--- src/hdl/mbid_pkg.sv ---
// ----------------------------------------------------------------------------
// mbid_pkg
// Types and codes shared by the multi-button integrator debounce unit.
// ----------------------------------------------------------------------------
package mbid_pkg;

  // input item action codes
  localparam logic [1:0] ACT_SAMPLE   = 2'd0;
  localparam logic [1:0] ACT_EVALUATE = 2'd1;
  localparam logic [1:0] ACT_ENABLE   = 2'd2;
  localparam logic [1:0] ACT_DISABLE  = 2'd3;

  // report event codes
  localparam logic [1:0] EV_PRESSED  = 2'd0;
  localparam logic [1:0] EV_HELD     = 2'd1;
  localparam logic [1:0] EV_RELEASED = 2'd2;

  localparam logic [7:0] INTEGRATOR_MAX_RESET = 8'd10;
  localparam int unsigned MAX_REPORTS = 8;

  // per-button state word kept in the state memory
  typedef struct packed {
    logic [7:0]  integ;
    logic [15:0] count;
    logic        level;
  } entry_t;

endpackage

--- src/hdl/mbid_state_ram.sv ---
// ----------------------------------------------------------------------------
// mbid_state_ram
// Per-button state memory: one write port, one read port, registered read.
// ----------------------------------------------------------------------------
module mbid_state_ram #(
  parameter int NUM_ENTRIES = 8
) (
  input  logic                                                    clk,
  input  logic                                                    wr_en,
  input  logic [(NUM_ENTRIES > 1 ? $clog2(NUM_ENTRIES) : 1)-1:0]  wr_addr,
  input  mbid_pkg::entry_t                                        wr_data,
  input  logic                                                    rd_en,
  input  logic [(NUM_ENTRIES > 1 ? $clog2(NUM_ENTRIES) : 1)-1:0]  rd_addr,
  output mbid_pkg::entry_t                                        rd_data
);
  import mbid_pkg::*;

  entry_t mem [NUM_ENTRIES];

  always_ff @(posedge clk) begin
    if (wr_en) begin
      mem[wr_addr] <= wr_data;
    end
  end

  // read data holds until the next read
  always_ff @(posedge clk) begin
    if (rd_en) begin
      rd_data <= mem[rd_addr];
    end
  end

endmodule

--- src/hdl/multi_button_integrator_debounce_unit.sv ---
// ----------------------------------------------------------------------------
// multi_button_integrator_debounce_unit
// Debounces up to NUM_BUTTONS buttons with saturating integrators.
// ----------------------------------------------------------------------------
// Each button keeps an 8-bit integrator, a 16-bit hold count and a debounced
// level in a single-port-read state memory; enable flags sit in flip-flops.
// Sample and evaluate items scan the buttons one per cycle through the
// memory read port, except while a new report waits on a stalled report
// side. Evaluate reports leave in button id order, at most eight per item,
// the final one flagged with last. The item side is stalled while a scan or
// its report flush runs; integrator_max may be written whenever the block
// is idle.
// ----------------------------------------------------------------------------
module multi_button_integrator_debounce_unit #(
  parameter int NUM_BUTTONS = 8
) (
  input  logic        clk,
  input  logic        rst,
  // configuration: integrator_max
  input  logic        cfg_valid,
  output logic        cfg_ready,
  input  logic [7:0]  cfg_data,
  // item channel
  input  logic        item_valid,
  output logic        item_stall,
  input  logic [1:0]  action,
  input  logic [7:0]  pin_levels,
  input  logic [2:0]  button_id,
  // report channel
  output logic        report_valid,
  input  logic        report_stall,
  output logic [2:0]  report_id,
  output logic [1:0]  event_res,
  output logic [15:0] hold_count,
  output logic        debounced_level,
  output logic        last
);
  import mbid_pkg::*;

  localparam int IDX_W = (NUM_BUTTONS > 1) ? $clog2(NUM_BUTTONS) : 1;
  localparam int CNT_W = $clog2(NUM_BUTTONS + 1);

  localparam logic [1:0] ST_IDLE  = 2'd0;
  localparam logic [1:0] ST_SCAN  = 2'd1;
  localparam logic [1:0] ST_FLUSH = 2'd2;

  logic [1:0]             state;
  logic                   op_eval;
  logic [7:0]             pins;
  logic [7:0]             imax;
  logic [NUM_BUTTONS-1:0] enabled;
  logic [CNT_W-1:0]       rd_idx;
  logic [CNT_W-1:0]       stage_idx;
  logic                   stage_valid;
  logic [3:0]             rep_cnt;

  logic                   pend_valid;
  logic [2:0]             pend_id;
  logic [1:0]             pend_ev;
  logic [15:0]            pend_count;
  logic                   pend_level;

  logic                   item_accept;
  logic [5:0]             bid6;
  logic                   id_ok;
  logic [5:0]             sidx6;
  logic                   stage_en;
  logic                   pin_hi;
  logic                   more;
  entry_t                 cur;
  entry_t                 upd;
  logic                   rep;
  logic [1:0]             ev;
  logic                   emit;
  logic                   out_free;
  logic                   blocked;
  logic                   scan_go;
  logic                   load_mid;
  logic                   load_end;

  logic                   ram_wr_en;
  logic [IDX_W-1:0]       ram_wr_addr;
  entry_t                 ram_wr_data;
  logic                   ram_rd_en;
  logic [IDX_W-1:0]       ram_rd_addr;

  mbid_state_ram #(
    .NUM_ENTRIES (NUM_BUTTONS)
  ) u_state_ram (
    .clk     (clk),
    .wr_en   (ram_wr_en),
    .wr_addr (ram_wr_addr),
    .wr_data (ram_wr_data),
    .rd_en   (ram_rd_en),
    .rd_addr (ram_rd_addr),
    .rd_data (cur)
  );

  assign cfg_ready   = 1'b1;
  assign item_stall  = (state != ST_IDLE);
  assign item_accept = item_valid && !item_stall;

  assign bid6     = 6'(button_id);
  assign id_ok    = (bid6 < 6'(NUM_BUTTONS));
  assign sidx6    = 6'(stage_idx);
  assign stage_en = enabled[stage_idx[IDX_W-1:0]];
  // buttons past the pin vector see a low pin
  assign pin_hi   = (sidx6 < 6'd8) && pins[sidx6[2:0]];
  assign more     = (rd_idx < CNT_W'(NUM_BUTTONS));

  always_comb begin
    upd = cur;
    rep = 1'b0;
    ev  = EV_PRESSED;
    if (!op_eval) begin
      if (!pin_hi) begin
        if (cur.integ != 8'd0) begin
          upd.integ = cur.integ - 8'd1;
        end
      end else if (cur.integ < imax) begin
        upd.integ = cur.integ + 8'd1;
      end
    end else begin
      if (cur.integ == imax) begin
        ev        = cur.level ? EV_HELD : EV_PRESSED;
        rep       = 1'b1;
        upd.count = cur.count + 16'd1;
        upd.level = 1'b1;
      end else if (cur.integ == 8'd0) begin
        ev        = EV_RELEASED;
        rep       = cur.level;
        upd.count = 16'd0;
        upd.level = 1'b0;
      end
    end
  end

  assign emit     = stage_valid && stage_en && rep && (rep_cnt < 4'(MAX_REPORTS));
  assign out_free = !report_valid || !report_stall;
  // a new report needs the pending one moved out first
  assign blocked  = emit && pend_valid && !out_free;
  assign scan_go  = (state == ST_SCAN) && !blocked;
  assign load_mid = scan_go && emit && pend_valid;
  assign load_end = (state == ST_FLUSH) && pend_valid && out_free;

  // scan reads index i while writing back i-1, so the ports never collide
  always_comb begin
    ram_rd_en   = scan_go && more;
    ram_rd_addr = rd_idx[IDX_W-1:0];
    ram_wr_en   = 1'b0;
    ram_wr_addr = stage_idx[IDX_W-1:0];
    ram_wr_data = upd;
    if (item_accept && (action == ACT_ENABLE) && id_ok) begin
      ram_wr_en   = 1'b1;
      ram_wr_addr = bid6[IDX_W-1:0];
      ram_wr_data = '0;
    end else if (scan_go && stage_valid && stage_en) begin
      ram_wr_en = 1'b1;
    end
  end

  always_ff @(posedge clk) begin
    if (rst) begin
      imax <= INTEGRATOR_MAX_RESET;
    end else if (cfg_valid && cfg_ready) begin
      imax <= cfg_data;
    end
  end

  always_ff @(posedge clk) begin
    if (rst) begin
      state       <= ST_IDLE;
      enabled     <= '0;
      rd_idx      <= '0;
      stage_valid <= 1'b0;
      rep_cnt     <= '0;
    end else begin
      unique case (state)
        ST_IDLE: begin
          if (item_accept) begin
            case (action) inside
              ACT_SAMPLE, ACT_EVALUATE: begin
                state   <= ST_SCAN;
                rd_idx  <= '0;
                rep_cnt <= '0;
              end
              ACT_ENABLE: begin
                if (id_ok) begin
                  enabled[bid6[IDX_W-1:0]] <= 1'b1;
                end
              end
              default: begin
                if (id_ok) begin
                  enabled[bid6[IDX_W-1:0]] <= 1'b0;
                end
              end
            endcase
          end
        end
        ST_SCAN: begin
          if (scan_go) begin
            if (emit) begin
              rep_cnt <= rep_cnt + 4'd1;
            end
            if (more) begin
              rd_idx      <= rd_idx + CNT_W'(1);
              stage_valid <= 1'b1;
            end else begin
              stage_valid <= 1'b0;
              state       <= op_eval ? ST_FLUSH : ST_IDLE;
            end
          end
        end
        ST_FLUSH: begin
          if (!pend_valid || out_free) begin
            state <= ST_IDLE;
          end
        end
        default: begin
          state <= ST_IDLE;
        end
      endcase
    end
  end

  always_ff @(posedge clk) begin
    if (item_accept) begin
      op_eval <= (action == ACT_EVALUATE);
      pins    <= pin_levels;
    end
    if (scan_go && more) begin
      stage_idx <= rd_idx;
    end
  end

  // one report held back until the next one shows whether it is the last
  always_ff @(posedge clk) begin
    if (rst) begin
      pend_valid <= 1'b0;
    end else if (scan_go && emit) begin
      pend_valid <= 1'b1;
    end else if (load_end) begin
      pend_valid <= 1'b0;
    end
  end

  always_ff @(posedge clk) begin
    if (scan_go && emit) begin
      pend_id    <= sidx6[2:0];
      pend_ev    <= ev;
      pend_count <= upd.count;
      pend_level <= upd.level;
    end
  end

  always_ff @(posedge clk) begin
    if (rst) begin
      report_valid <= 1'b0;
    end else if (load_mid || load_end) begin
      report_valid <= 1'b1;
    end else if (!report_stall) begin
      report_valid <= 1'b0;
    end
  end

  always_ff @(posedge clk) begin
    if (load_mid || load_end) begin
      report_id       <= pend_id;
      event_res       <= pend_ev;
      hold_count      <= pend_count;
      debounced_level <= pend_level;
      last            <= load_end;
    end
  end

  a_idle_no_pending: assert property (@(posedge clk) disable iff (rst)
    (state == ST_IDLE) |-> !pend_valid)
    else $error("pending report left over in idle");

  a_stage_in_scan: assert property (@(posedge clk) disable iff (rst)
    stage_valid |-> (state == ST_SCAN))
    else $error("scan stage valid outside a scan");

  a_port_collision: assert property (@(posedge clk) disable iff (rst)
    (ram_wr_en && ram_rd_en) |-> (ram_wr_addr != ram_rd_addr))
    else $error("state memory read and write hit the same entry");

  a_report_cap: assert property (@(posedge clk) disable iff (rst)
    rep_cnt <= 4'(MAX_REPORTS))
    else $error("more reports than allowed in one evaluate item");

endmodule
--- config.mk ---
export PLATFORM = sky130hd
export DESIGN_NAME = multi_button_integrator_debounce_unit
export DESIGN_NICKNAME = d
export VERILOG_FILES = /design/src/hdl/mbid_pkg.sv /design/src/hdl/mbid_state_ram.sv /design/src/hdl/multi_button_integrator_debounce_unit.sv
export SDC_FILE = /design/constraint.sdc
export NUM_CORES = 1
export LEC_CHECK = 0
export BUFFER_PORTS_ARGS = -buffer_cell sky130_fd_sc_hd__buf_2
export CAP_MARGIN = 20
export CORE_MARGIN = 2
export CORE_UTILIZATION = 49
export DETAILED_ROUTE_END_ITERATION = 6
export PLACE_DENSITY = 0.65
export SLEW_MARGIN = 10
export SYNTH_ARGS = -nofsm -noshare
export SYNTH_HDL_FRONTEND = slang
export SYNTH_HIERARCHICAL = 1
export SYNTH_SLANG_ARGS = --single-unit
--- constraint.sdc ---
create_clock -name clk -period 5.2 [get_ports clk]
set_clock_uncertainty 0.05 [all_clocks]
set_input_delay 0.52 -clock clk [delete_from_list [all_inputs] [get_ports clk]]
set_output_delay 0.52 -clock clk [all_outputs]
set_load 0.1 [all_outputs]
==> summary.txt, run 1 <==
Logic synthesis
  • Asr flop ratio synth: 0%
  • Main synth FF type: edfxtp_1
  • Yosys reg bits: 312
  • Main area contributors after synthesis: edfxtp_1 65%, mux4_1 10%, dfxtp_1 4.5%
  • Post-Syn Area: 0.0130 mm^2
  • Post-synth cell types: 61
  • Yosys warning total: 6
  • Syn_area_per_cell: 16.9 um^2
  • Area leader, netlist: edfxtp_1
  • Area fraction of the dominant cell type after synthesis: 65.2%
  • Gate Count Post-Synth: 770
  • Net count after synthesis: 810
  • Sequential area share after synthesis: 69.7%
  • Number of enable flip-flop cells after synthesis: 283

Place
  • DP HPWL: 17,600 um
  • GP Congestion: 0.898
  • # port buffers: 50

Critical path
  • Crit start category: register
  • Crit end category: register
  • Setup Crit Path Kind: reg2reg
  • Max FO, Critical Path: 14
  • Data arrival, critical path: 4030 ps
  • WP data required: 5340 ps

Min path
  • Worst hold path type: in2reg

Timing
  • Setup TNS: 0 ps
  • Period utilization: 74.8%
  • Fin. Hold Viols: 0
  • Worst-margin pin slew: 1030 ps
  • Fmax: 257 MHz
  • Slew Limit Headroom: 31.5%
  • Endpoints failing setup: 0
  • Unrepaired setup endpoints after global routing: no
  • Final Max Tran Viols: 0
  • Final Critical Period: 3890 ps

Global routing
  • Largest net degree at the start of global routing: 55
  • First-pass GRT wire length: 43,200 um
  • Total Routing Usage GR: 20.3%
  • GRT Residual Overflow: 0
  • Initial antenna violation count: 0
  • Vias in the first global route: 7,151

Clocking
  • # H-tree levels: 2
  • CTS tree: yes
  • Clock sinks: 312
  • Clk pin slew, worst setup/hold paths: 60 ps
  • Max clock buf depth: 3
  • Cts hold-fix bufs: 0
  • Root Buffer: clkbuf_16
  • TritonCTS buffer count: 34
  • PostCTS Resize Cnt: 0
  • Worst-skew pair later-pin latency: 510 ps
  • Post-CTS setup buffer count: 0

Detailed routing
  • First drt pass iteration count: 5
  • Post-route ant nets: 0
  • First-iteration detailed-routing DRC count: 622
  • DRC Markers: 0
  • Via/cell ratio: 5.99
  • Final WL: 27,800 um
  • Via Count: 7,158
  • Drt wl/cell: 23.2 um

Power
  • Overall power: 5.38 mW
  • Pwr per Cell Area: 366 mW/mm^2
  • Peak VDD IR: 0.330 mV
  • Leakage power: 4.94 nW

Die
  • Full die area: 0.0279 mm^2
  • Site Rows: 59
  • Die Height: 167 um
  • I/O pin total: 52
  • Initial Util: 50.0%
  • Placeable core area: 0.0261 mm^2
  • Die Wd: 167 um

Final layout
  • Layout overhead on the synthesized area: 12.9%
  • Commonest cells after routing, fill and taps aside: 283 x edfxtp_1, 51 x buf_2, 50 x mux4_1
  • Most common cell after layout, fill and taps aside: edfxtp_1
  • Number of nets in the layout: 876
  • Diode count: 0
  • Share of layout cells above drive strength 1: 19.4%

Run status
  • Outcome: finished clean

Run
  • Max cap viols: 0
report_power, final:
group          switching, mW  internal, mW  total, mW
Sequential            0.0358          2.78       2.82
Clock                  0.914          1.38       2.30
Combinational          0.165        0.0968      0.262
Total                   1.11          4.27       5.38
state kept, by name, summed over array words and instances (netlist names), named ones only:
name,flops
imax,8
report_valid,1
pend_id,3
pend_ev,2
last,1
pend_count,16
stage_valid,1
event_res,2
hold_count,16
u_state_ram/rd_data,25
pend_valid,1
report_id,3
op_eval,1
stage_idx,4
u_state_ram/mem,200
pend_level,1
pins,8
rd_idx,4
state,2
rep_cnt,4
debounced_level,1
path summary, 6_finish.rpt:
path	startpoint	end	slack, ps	cells after the start
max	u_state_ram/rd_data[17]	u_state_ram/mem[7][3]	1310	10
max reg2reg	u_state_ram/rd_data[17]	u_state_ram/mem[7][3]	1310	10
min reg2reg	pend_id[0]	report_id[0]	370	0
min	pin_levels[0]	pins[0]	140	1
cells in the mapped netlist, types with 6 or more instances:
library cell  instances
buf_1                 8
dfxtp_1              29
clkbuf_1             14
ha_1                 14
buf_6                 7
and2_1               16
inv_1                20
o31ai_1              10
and3_1                6
nand4_1              11
nand2_1              45
nand2b_1              8
a21oi_1              22
o21ai_0              18
nand3_1              19
mux2i_1              19
nor3_1               14
mux4_1               50
o211ai_1             10
nor2_1               47
edfxtp_1            283
nor4_1                7
mux2_2               28
critical path: stages (launching register included):
cell and delay (ps):
edfxtp_1 460, inv_1 130, ha_1 240, nor3b_1 180, and2_0 330, a21oi_1 290, nor3_1 90, o21ai_0 420
nand2_1 280, nor2_2 690, buf_4 390
final cells by class:
type	instances	area [um^2]
multi-input cells	404	3720
clock buffers	45	913
flip-flops and latches	312	9080
well taps	335	419
repair buffers	64	353
clock inverters	15	151
inverters	20	75.1
fillers	1982	11300
routing by layer:
layer,track usage (%),routed length (um),up-vias
met2,31.5,12800,219
met5,0,0,-
met1,30.2,12900,3678
met4,5.96,597,0
li1,-,-,3213
met3,3.04,1440,48
logic make-up after synthesis:
logic type      Yosys count  synth area share [%]
flops                   312                  69.7
simple gates            200                  7.81
mux                      99                  14.3
compound gates           84                  4.36
buf+inv                  54                  2.05
fa+ha+maj                14                  1.34
xor+xnor                  6                 0.403
other cells               1                0.0288
metrics by stage:
step / cell area, um^2 / hold slack (ps) / util (%) / setup WS (ps) / std cells
floorplan: 13000 / 350 / - / 963 / 770
global placement: 13600 / 354 / 52.4 / 1330 / 1134
detailed placement: 13600 / 355 / 52.4 / 1130 / 1134
CTS: 14700 / 125 / 56.4 / 1400 / 1194
global route: 14700 / 134 / 56.5 / 1180 / 1195
finish: 14700 / 143 / 56.5 / 1310 / 1195
(Power assumes the default switching activity.)
==> inputs of run 2 (changes only) <==
- clock period: 5.2 -> 4.1 ns (I/O delays scaled with it)
==> run 2 against run 1 <==
  * Register-to-register slack got worse by 730 ps
  * Sequential cell count is the same
  * Non-clock buffer count up 17
  * Cell count up 1.2%
  * Via count decreased by 0.36%
  * Critical path depth did not move
  * Combinational power grew 29%
  * Fmax grew 11%
  * Clock power rose by 13%
  * Routed wire length down 4.5%
  * Critical path type unchanged
  * Largest cell class unchanged
==> summary.txt, run 2 (synthesis results as in run 1) <==
Die
  • Full die area: 0.0279 mm^2 (unchanged)
  • I/O pin total: 52 (unchanged)
  • Die Height: 167 um (unchanged)
  • Placeable core area: 0.0261 mm^2 (unchanged)
  • Initial Util: 50.0% (unchanged)
  • Die Wd: 167 um (unchanged)
  • Site Rows: 59 (unchanged)

Critical path
  • Top Family by Delay on Critical Path: simple AND/OR/NAND/NOR gates
  • Setup Crit Path Kind: reg2reg
  • Crit Reg-Reg Endpoint: u_state_ram/mem[1][16]
  • Max FO, Critical Path: 16 (+2)
  • WP data required: 4290 ps (-1050 ps)
  • R2r startpoint: u_state_ram/rd_data[17]
  • CP Cell Sequence: inv_1, ha_1, nor3b_1, and2_0, a21oi_1, nor3_1, o21ai_0, nand2b_1, nor2_2, buf_12
  • CP max stage cell: nor2_2
  • Worst Reg-to-Reg Cells: 10 (unchanged)
  • Crit start category: register
  • Worst path bufs/invs: 2 (unchanged)
  • Reg2reg setup slack: 580 ps (-730 ps)
  • Crit end category: register
  • Data arrival, critical path: 3710 ps (-320 ps)
  • Stages on the worst setup path: 10 (unchanged)
  • Crit-path max cell delay: 670 ps (-20 ps)

Final layout
  • Layout overhead on the synthesized area: 13.4%
  • Multi-input combinational cell area: 0.00373 mm^2 (+0.24%)
  • Fill cells: 1,989 (+0.35%)
  • Diode count: 0 (unchanged)
  • Max FFs per register: 200 (unchanged)
  • Share of layout cells above drive strength 1: 20.1% (+0.72 points)
  • Commonest cells after routing, fill and taps aside: 283 x edfxtp_1, 50 x buf_2, 50 x mux4_1
  • Largest registers: u_state_ram/mem x200, u_state_ram/rd_data x25
  • Biggest register: u_state_ram/mem
  • Most common cell after layout, fill and taps aside: edfxtp_1
  • Number of nets in the layout: 890 (+1.6%)
  • Reg area: 0.00908 mm^2 (unchanged)

Global routing
  • Largest net degree at the start of global routing: 38 (-31%)
  • First-pass GRT wire length: 41,900 um (-3.0%)
  • Vias in the first global route: 7,363 (+3.0%)
  • Initial antenna violation count: 0 (unchanged)
  • Total Routing Usage GR: 19.5% (-0.84 points)
  • GRT Residual Overflow: 0 (unchanged)

Clocking
  • Post-CTS setup buffer count: 0 (unchanged)
  • TritonCTS buffer count: 31 (-8.8%)
  • Worst-skew pair later-pin latency: 540 ps (+30 ps)
  • Cts hold-fix bufs: 8 (+8)
  • Max clock buf depth: 3 (unchanged)
  • # H-tree levels: 1 (-1)
  • Root Buffer: clkbuf_16
  • Clk pin slew, worst setup/hold paths: 60 ps (about the same)
  • CTS tree: yes
  • Clock sinks: 312 (unchanged)
  • PostCTS Resize Cnt: 0 (unchanged)

Timing
  • Period utilization: 85.9% (+11 points)
  • Fin. Hold Viols: 0 (unchanged)
  • Worst-margin pin slew: 783 ps (-244 ps)
  • Hold Slack: 54.9 ps (-87.7 ps)
  • Final Critical Period: 3520 ps (-372 ps)
  • Setup TNS: 0 ps (unchanged)
  • Slew Limit Headroom: 47.7% (+16 points)
  • Final Max Tran Viols: 0 (unchanged)
  • Unrepaired setup endpoints after global routing: no
  • Endpoints failing setup: 0 (unchanged)
  • Fmax: 284 MHz (+11%)

Min path
  • Worst hold path type: in2reg
  • Hold Crit Endpoint: imax[3]
  • Worst hold start: cfg_data[3]
  • Worst Hold Depth: 3 (+2)

Place
  • DP HPWL: 16,700 um (-5.2%)
  • # port buffers: 50 (unchanged)
  • GP Congestion: 0.870 (-3.1%)

Run
  • Max cap viols: 0 (unchanged)

Detailed routing
  • First-iteration detailed-routing DRC count: 474 (-24%)
  • Via/cell ratio: 5.90 (-1.5%)
  • Final WL: 26,500 um (-4.5%)
  • Post-route ant nets: 0 (unchanged)
  • Via Count: 7,132 (-0.36%)
  • First drt pass iteration count: 7 (+2)
  • DRC Markers: 0 (unchanged)
  • Drt wl/cell: 21.9 um (-5.6%)

Power
  • Pwr per Cell Area: 440 mW/mm^2 (+20%)
  • Peak VDD IR: 0.391 mV (+19%)
  • Leakage power: 4.97 nW (+0.50%)

Run status
  • Outcome: finished clean
==> run 2: cell types whose count changed in the layout (fill, tap and decap cells not counted), moves of 2 or more <==
| cell | previous run | this run |
|---|---|---|
| clkinvlp_4 | 0 | 4 |
| bufinv_16 | 3 | 1 |
| buf_4 | 13 | 21 |
| dlygate4sd3_1 | 0 | 8 |
| buf_12 | 0 | 2 |
| clkinv_2 | 5 | 7 |
| clkbuf_1 | 10 | 8 |
| clkbuf_16 | 35 | 31 |
==> run 2: metal layers <==
metal	vias up	wire length, um	global-route usage, %
met4	0	593	5.25
met2	214	13300	33.5
met3	43	1340	2.76
met5	-	0	0
li1	3237	-	-
met1	3638	11300	26.3
==> run 2: worst min-delay path: stages <==
cell	delay, ps
buf_2	80
nand2_1	50
o211ai_1	70
==> run 2: stage by stage <==
step                std cells  power [mW]  util [%]  setup slack, ps  instance area, um^2
CTS                      1209        6.56      56.7              626                14800
detailed placement       1144        3.97      52.8              648                13800
finish                   1209        6.50      56.7              580                14800
global route             1209        6.72      56.7              302                14800
floorplan                 770        3.86         -             99.9                13000
global placement         1144        3.96      52.8              659                13800
==> run 2: final cells by class <==
class                           instances  share of cell area, %
Clock buffer                           40                   5.55
Inverter                               20                  0.508
Clock inverter                         17                  0.805
Timing Repair Buffer                   81                   3.57
Sequential cell                       312                   61.5
Tap cell                              335                   2.84
Multi-Input combinational cell        404                   25.2
==> run 2: worst max path at each step <==
stage,startpoint,endpoint
2_1_floorplan,u_state_ram/rd_data[17],u_state_ram/mem[0][0]
3_3_place_gp,u_state_ram/rd_data[17],u_state_ram/mem[1][15]
3_5_place_dp,u_state_ram/rd_data[17],u_state_ram/mem[1][13]
4_1_cts,u_state_ram/rd_data[17],u_state_ram/mem[1][13]
5_1_grt,u_state_ram/rd_data[18],u_state_ram/mem[1][14]
6_report,u_state_ram/rd_data[17],u_state_ram/mem[1][16]
==> run 2: where the power goes <==
part	switching [mW]	leakage, nW	internal (mW)	total, mW
combinational	0.203	1.71	0.134	0.338
sequential	0.0423	2.81	3.53	3.57
clock	1.12	0.451	1.47	2.59
==> inputs of run 3 (changes only) <==
- ABC_AREA: not set -> 1
- CORE_ASPECT_RATIO: not set -> 0.75
- PLACE_DENSITY: 0.65 -> 0.64
- REMOVE_ABC_BUFFERS: not set -> 1
==> run 3 against run 2 <==
  * Register-to-register slack gained 120 ps
  * Non-clock buffer count increased by 7
  * Highest routed layer unchanged
  * Critical path depth rose by 2
  * Fmax rose by 3.6%
  * Count of clock-buffer cells in the layout shrank 3
  * Synthesized cell count rose by 94%
  * Sequential power rose by 22%
  * Worst hold slack got worse by 15 ps
  * Core utilization fell by 1.1 points
  * Clock power grew 4%
==> summary.txt, run 3 <==
Logic synthesis
  • Commonest cells post-synth: 437 x nand2_1, 283 x edfxtp_1, 279 x inv_1
  • Area leader, netlist: edfxtp_1
  • Main area contributors after synthesis: edfxtp_1 59%, nand2_1 11%, inv_1 7.3%
  • Yosys reg bits: 312 (unchanged)
  • Syn_area_per_cell: 9.58 um^2 (-43%)
  • Main synth FF type: edfxtp_1
  • Post-Syn Area: 0.0143 mm^2 (+10%)
  • Post-synth cell types: 42 (-31%)
  • Gate Count Post-Synth: 1,496 (+94%)
  • Number of enable flip-flop cells after synthesis: 283 (unchanged)
  • Sequential area share after synthesis: 63.4% (-6.3 points)
  • Area fraction of the dominant cell type after synthesis: 59.3% (-5.9 points)
  • Yosys warning total: 6 (unchanged)
  • Asr flop ratio synth: 0% (unchanged)
  • Cell with the most instances after synthesis: nand2_1

Min path
  • Worst hold path type: in2reg
  • Worst Hold Depth: 3 (unchanged)

Final layout
  • Diode count: 0 (unchanged)
  • Number of nets in the layout: 1,606 (+80%)
  • Max FFs per register: 200 (unchanged)
  • Layout Cells excl Fill: 1,980 (+64%)
  • Commonest cells after routing, fill and taps aside: 437 x nand2_1, 283 x edfxtp_1, 279 x inv_1
  • Layout overhead on the synthesized area: 12.3%
  • Biggest register: u_state_ram/mem
  • Most common cell after layout, fill and taps aside: nand2_1
  • Share of layout cells above drive strength 1: 11.3% (-8.8 points)
  • Largest registers: u_state_ram/mem x200, u_state_ram/rd_data x25
  • Fill cells: 2,537 (+28%)

Power
  • Overall power: 9.59 mW (+48%)
  • Peak VDD IR: 0.363 mV (-7.1%)
  • Leakage power: 7.01 nW (+41%)
  • Pwr per Cell Area: 596 mW/mm^2 (+35%)

Die
  • Site Rows: 54 (-8.5%)
  • Placeable core area: 0.0289 mm^2 (+11%)
  • I/O pin total: 52 (unchanged)
  • Die Wd: 201 um (+21%)
  • Initial Util: 49.5% (-0.44 points)
  • Die Height: 152 um (-9.0%)
  • Full die area: 0.0306 mm^2 (+9.8%)

Detailed routing
  • Post-route ant nets: 0 (unchanged)
  • Via Count: 10,000 (+40%)
  • Wl on met1: 16,000 um (+41%)
  • Met3 WL: 2640 um (+97%)
  • Drt wl/cell: 17.0 um (-23%)
  • Uppermost layer routed: met4
  • DRC Markers: 0 (unchanged)
  • Final WL: 33,600 um (+27%)
  • First drt pass iteration count: 6 (-1)
  • Via/cell ratio: 5.06 (-14%)
  • Metal2 WL: 14,500 um (+8.9%)
  • First-iteration detailed-routing DRC count: 1,072 (+130%)

Timing
  • Setup ws final: 701 ps (+121 ps)
  • Fin. Hold Viols: 0 (unchanged)
  • Final Max Tran Viols: 0 (unchanged)
  • Hold Slack: 40.3 ps (-14.6 ps)
  • Period utilization: 82.9% (-3.0 points)
  • Worst-margin pin slew: 1120 ps (+337 ps)
  • Final Critical Period: 3400 ps (-121 ps)
  • Fmax: 294 MHz (+3.6%)
  • Endpoints failing setup: 0 (unchanged)
  • Slew Limit Headroom: 25.2% (-23 points)
  • Setup TNS: 0 ps (unchanged)
  • Unrepaired setup endpoints after global routing: no

Clocking
  • PostCTS Resize Cnt: 0 (unchanged)
  • Max clock buf depth: 3 (unchanged)
  • CTS tree: yes
  • Clk pin slew, worst setup/hold paths: 60 ps (about the same)
  • # H-tree levels: 1 (unchanged)
  • TritonCTS buffer count: 31 (unchanged)
  • Root Buffer: clkbuf_16
  • Clock sinks: 312 (unchanged)
  • Worst-skew pair later-pin latency: 580 ps (+40 ps)

Place
  • DP HPWL: 21,800 um (+31%)
  • Placed insts: 1,916 (+67%)
  • GP Congestion: 0.918 (+5.6%)
  • Setup WS pre-CTS: 725 ps (+76.6 ps)
  • # port buffers: 50 (unchanged)

Critical path
  • CP max stage cell: nor2_2
  • Worst Reg-to-Reg Cells: 12 (+2)
  • Max FO, Critical Path: 10 (-6)
  • WP data required: 4320 ps (+30 ps)
  • Crit Reg-Reg Endpoint: u_state_ram/mem[5][21]
  • R2r startpoint: u_state_ram/rd_data[17]
  • Data arrival, critical path: 3620 ps (-90 ps)
  • Worst setup path startpoint: u_state_ram/rd_data[17]
  • Setup Crit Path Kind: reg2reg
  • Reg2reg setup slack: 700 ps (+120 ps)
  • Setup crit end: u_state_ram/mem[5][21]
  • Crit start category: register
  • Crit end category: register
  • CP Cell Sequence: inv_1, ha_1, nand2_1, nor2_1, nand2_2, a21oi_4, nand3_1, nand2_1, o31ai_1, nand2_1, nor2_2, buf_4
  • Most common cell on crit path: nand2_1
  • Crit-path max cell delay: 640 ps (-30 ps)

Global routing
  • GRT Residual Overflow: 0 (unchanged)
  • Vias in the first global route: 9,386 (+27%)
  • First-pass GRT wire length: 52,400 um (+25%)
  • Initial antenna violation count: 0 (unchanged)
  • Total Routing Usage GR: 22.0% (+2.5 points)
  • Largest net degree at the start of global routing: 58 (+53%)

Run status
  • Outcome: finished clean

Run
  • Max cap viols: 0 (unchanged)
-- run 3: cell types whose count changed after synthesis, sizes merged, moves of 7 or more --
| cell | previous run | this run |
|---|---|---|
| mux4 | 52 | 0 |
| mux2i | 19 | 0 |
| inv | 20 | 297 |
| clkbuf | 14 | 7 |
| a21oi | 22 | 37 |
| nor2 | 48 | 89 |
| mux2 | 28 | 0 |
| o21ai | 18 | 61 |
| nand3 | 19 | 131 |
| o31ai | 10 | 2 |
| buf | 20 | 44 |
| and2 | 17 | 0 |
| nand2 | 45 | 443 |
| nand2b | 8 | 0 |
-- run 3: power by group --
part	total [mW]	switching [mW]	internal [mW]
Combinational	2.53	1.86	0.671
Clock	2.69	1.18	1.51
Sequential	4.37	0.272	4.10
-- run 3: logic make-up after synthesis --
logic type / share of synthesized area [%]
DFF: 63.4
adders and majority gates: 1.22
xor gates and xnor gates: 0.734
AOI/OAI and AO/OA: 4.24
other: 0.0262
and+or+nand+nor: 20.6
buffers and inverters: 9.80
-- run 3: repair_timing --
item | in CTS | in global routing
setup buffers | 0 | 0
hold buffers | 8 | 0
endpoints found under the hold margin | 8 | 0
-- run 3: how the worst min path moves through the flow --
stage,from,endpoint
after floorplan,pend_level,debounced_level
after global placement,pend_count[13],hold_count[13]
after detailed placement,pend_id[1],report_id[1]
after CTS,cfg_data[1],imax[1]
after global routing,cfg_data[1],imax[1]
final,cfg_data[1],imax[1]
-- run 3: routing by layer --
layer | global-route usage (%) | vias to the layer above
met5 | 0 | -
met4 | 4.66 | 0
met3 | 3.67 | 35
met2 | 32.8 | 345
met1 | 33.9 | 4716
li1 | - | 4921
-- run 3: area by class of cell --
type                    instances  area, um^2  share of cell area [%]
inverters                     297        1120                    6.95
well taps                     392         490                    3.05
repair buffers                 88         566                    3.52
flip-flops and latches        312        9080                    56.5
clock inverters                18         149                   0.926
clock buffers                  37         798                    4.96
multi-input cells             836        3880                    24.1
-- run 3: worst max-delay path: cells and delay by family (launching register included) --
kind / cells / cell delay [ps]
and+or+nand+nor: 7 / 1370
adders and majority gates: 1 / 280
DFF: 1 / 420
AOI/OAI and AO/OA: 2 / 440
buffers and inverters: 2 / 530
-- run 3: metrics by stage --
stage | utilization, % | cell area (um^2)
CTS | 55.6 | 16100
finish | 55.6 | 16100
detailed placement | 52.1 | 15100
floorplan | - | 14000
global route | 55.6 | 16100
global placement | 52.1 | 15100
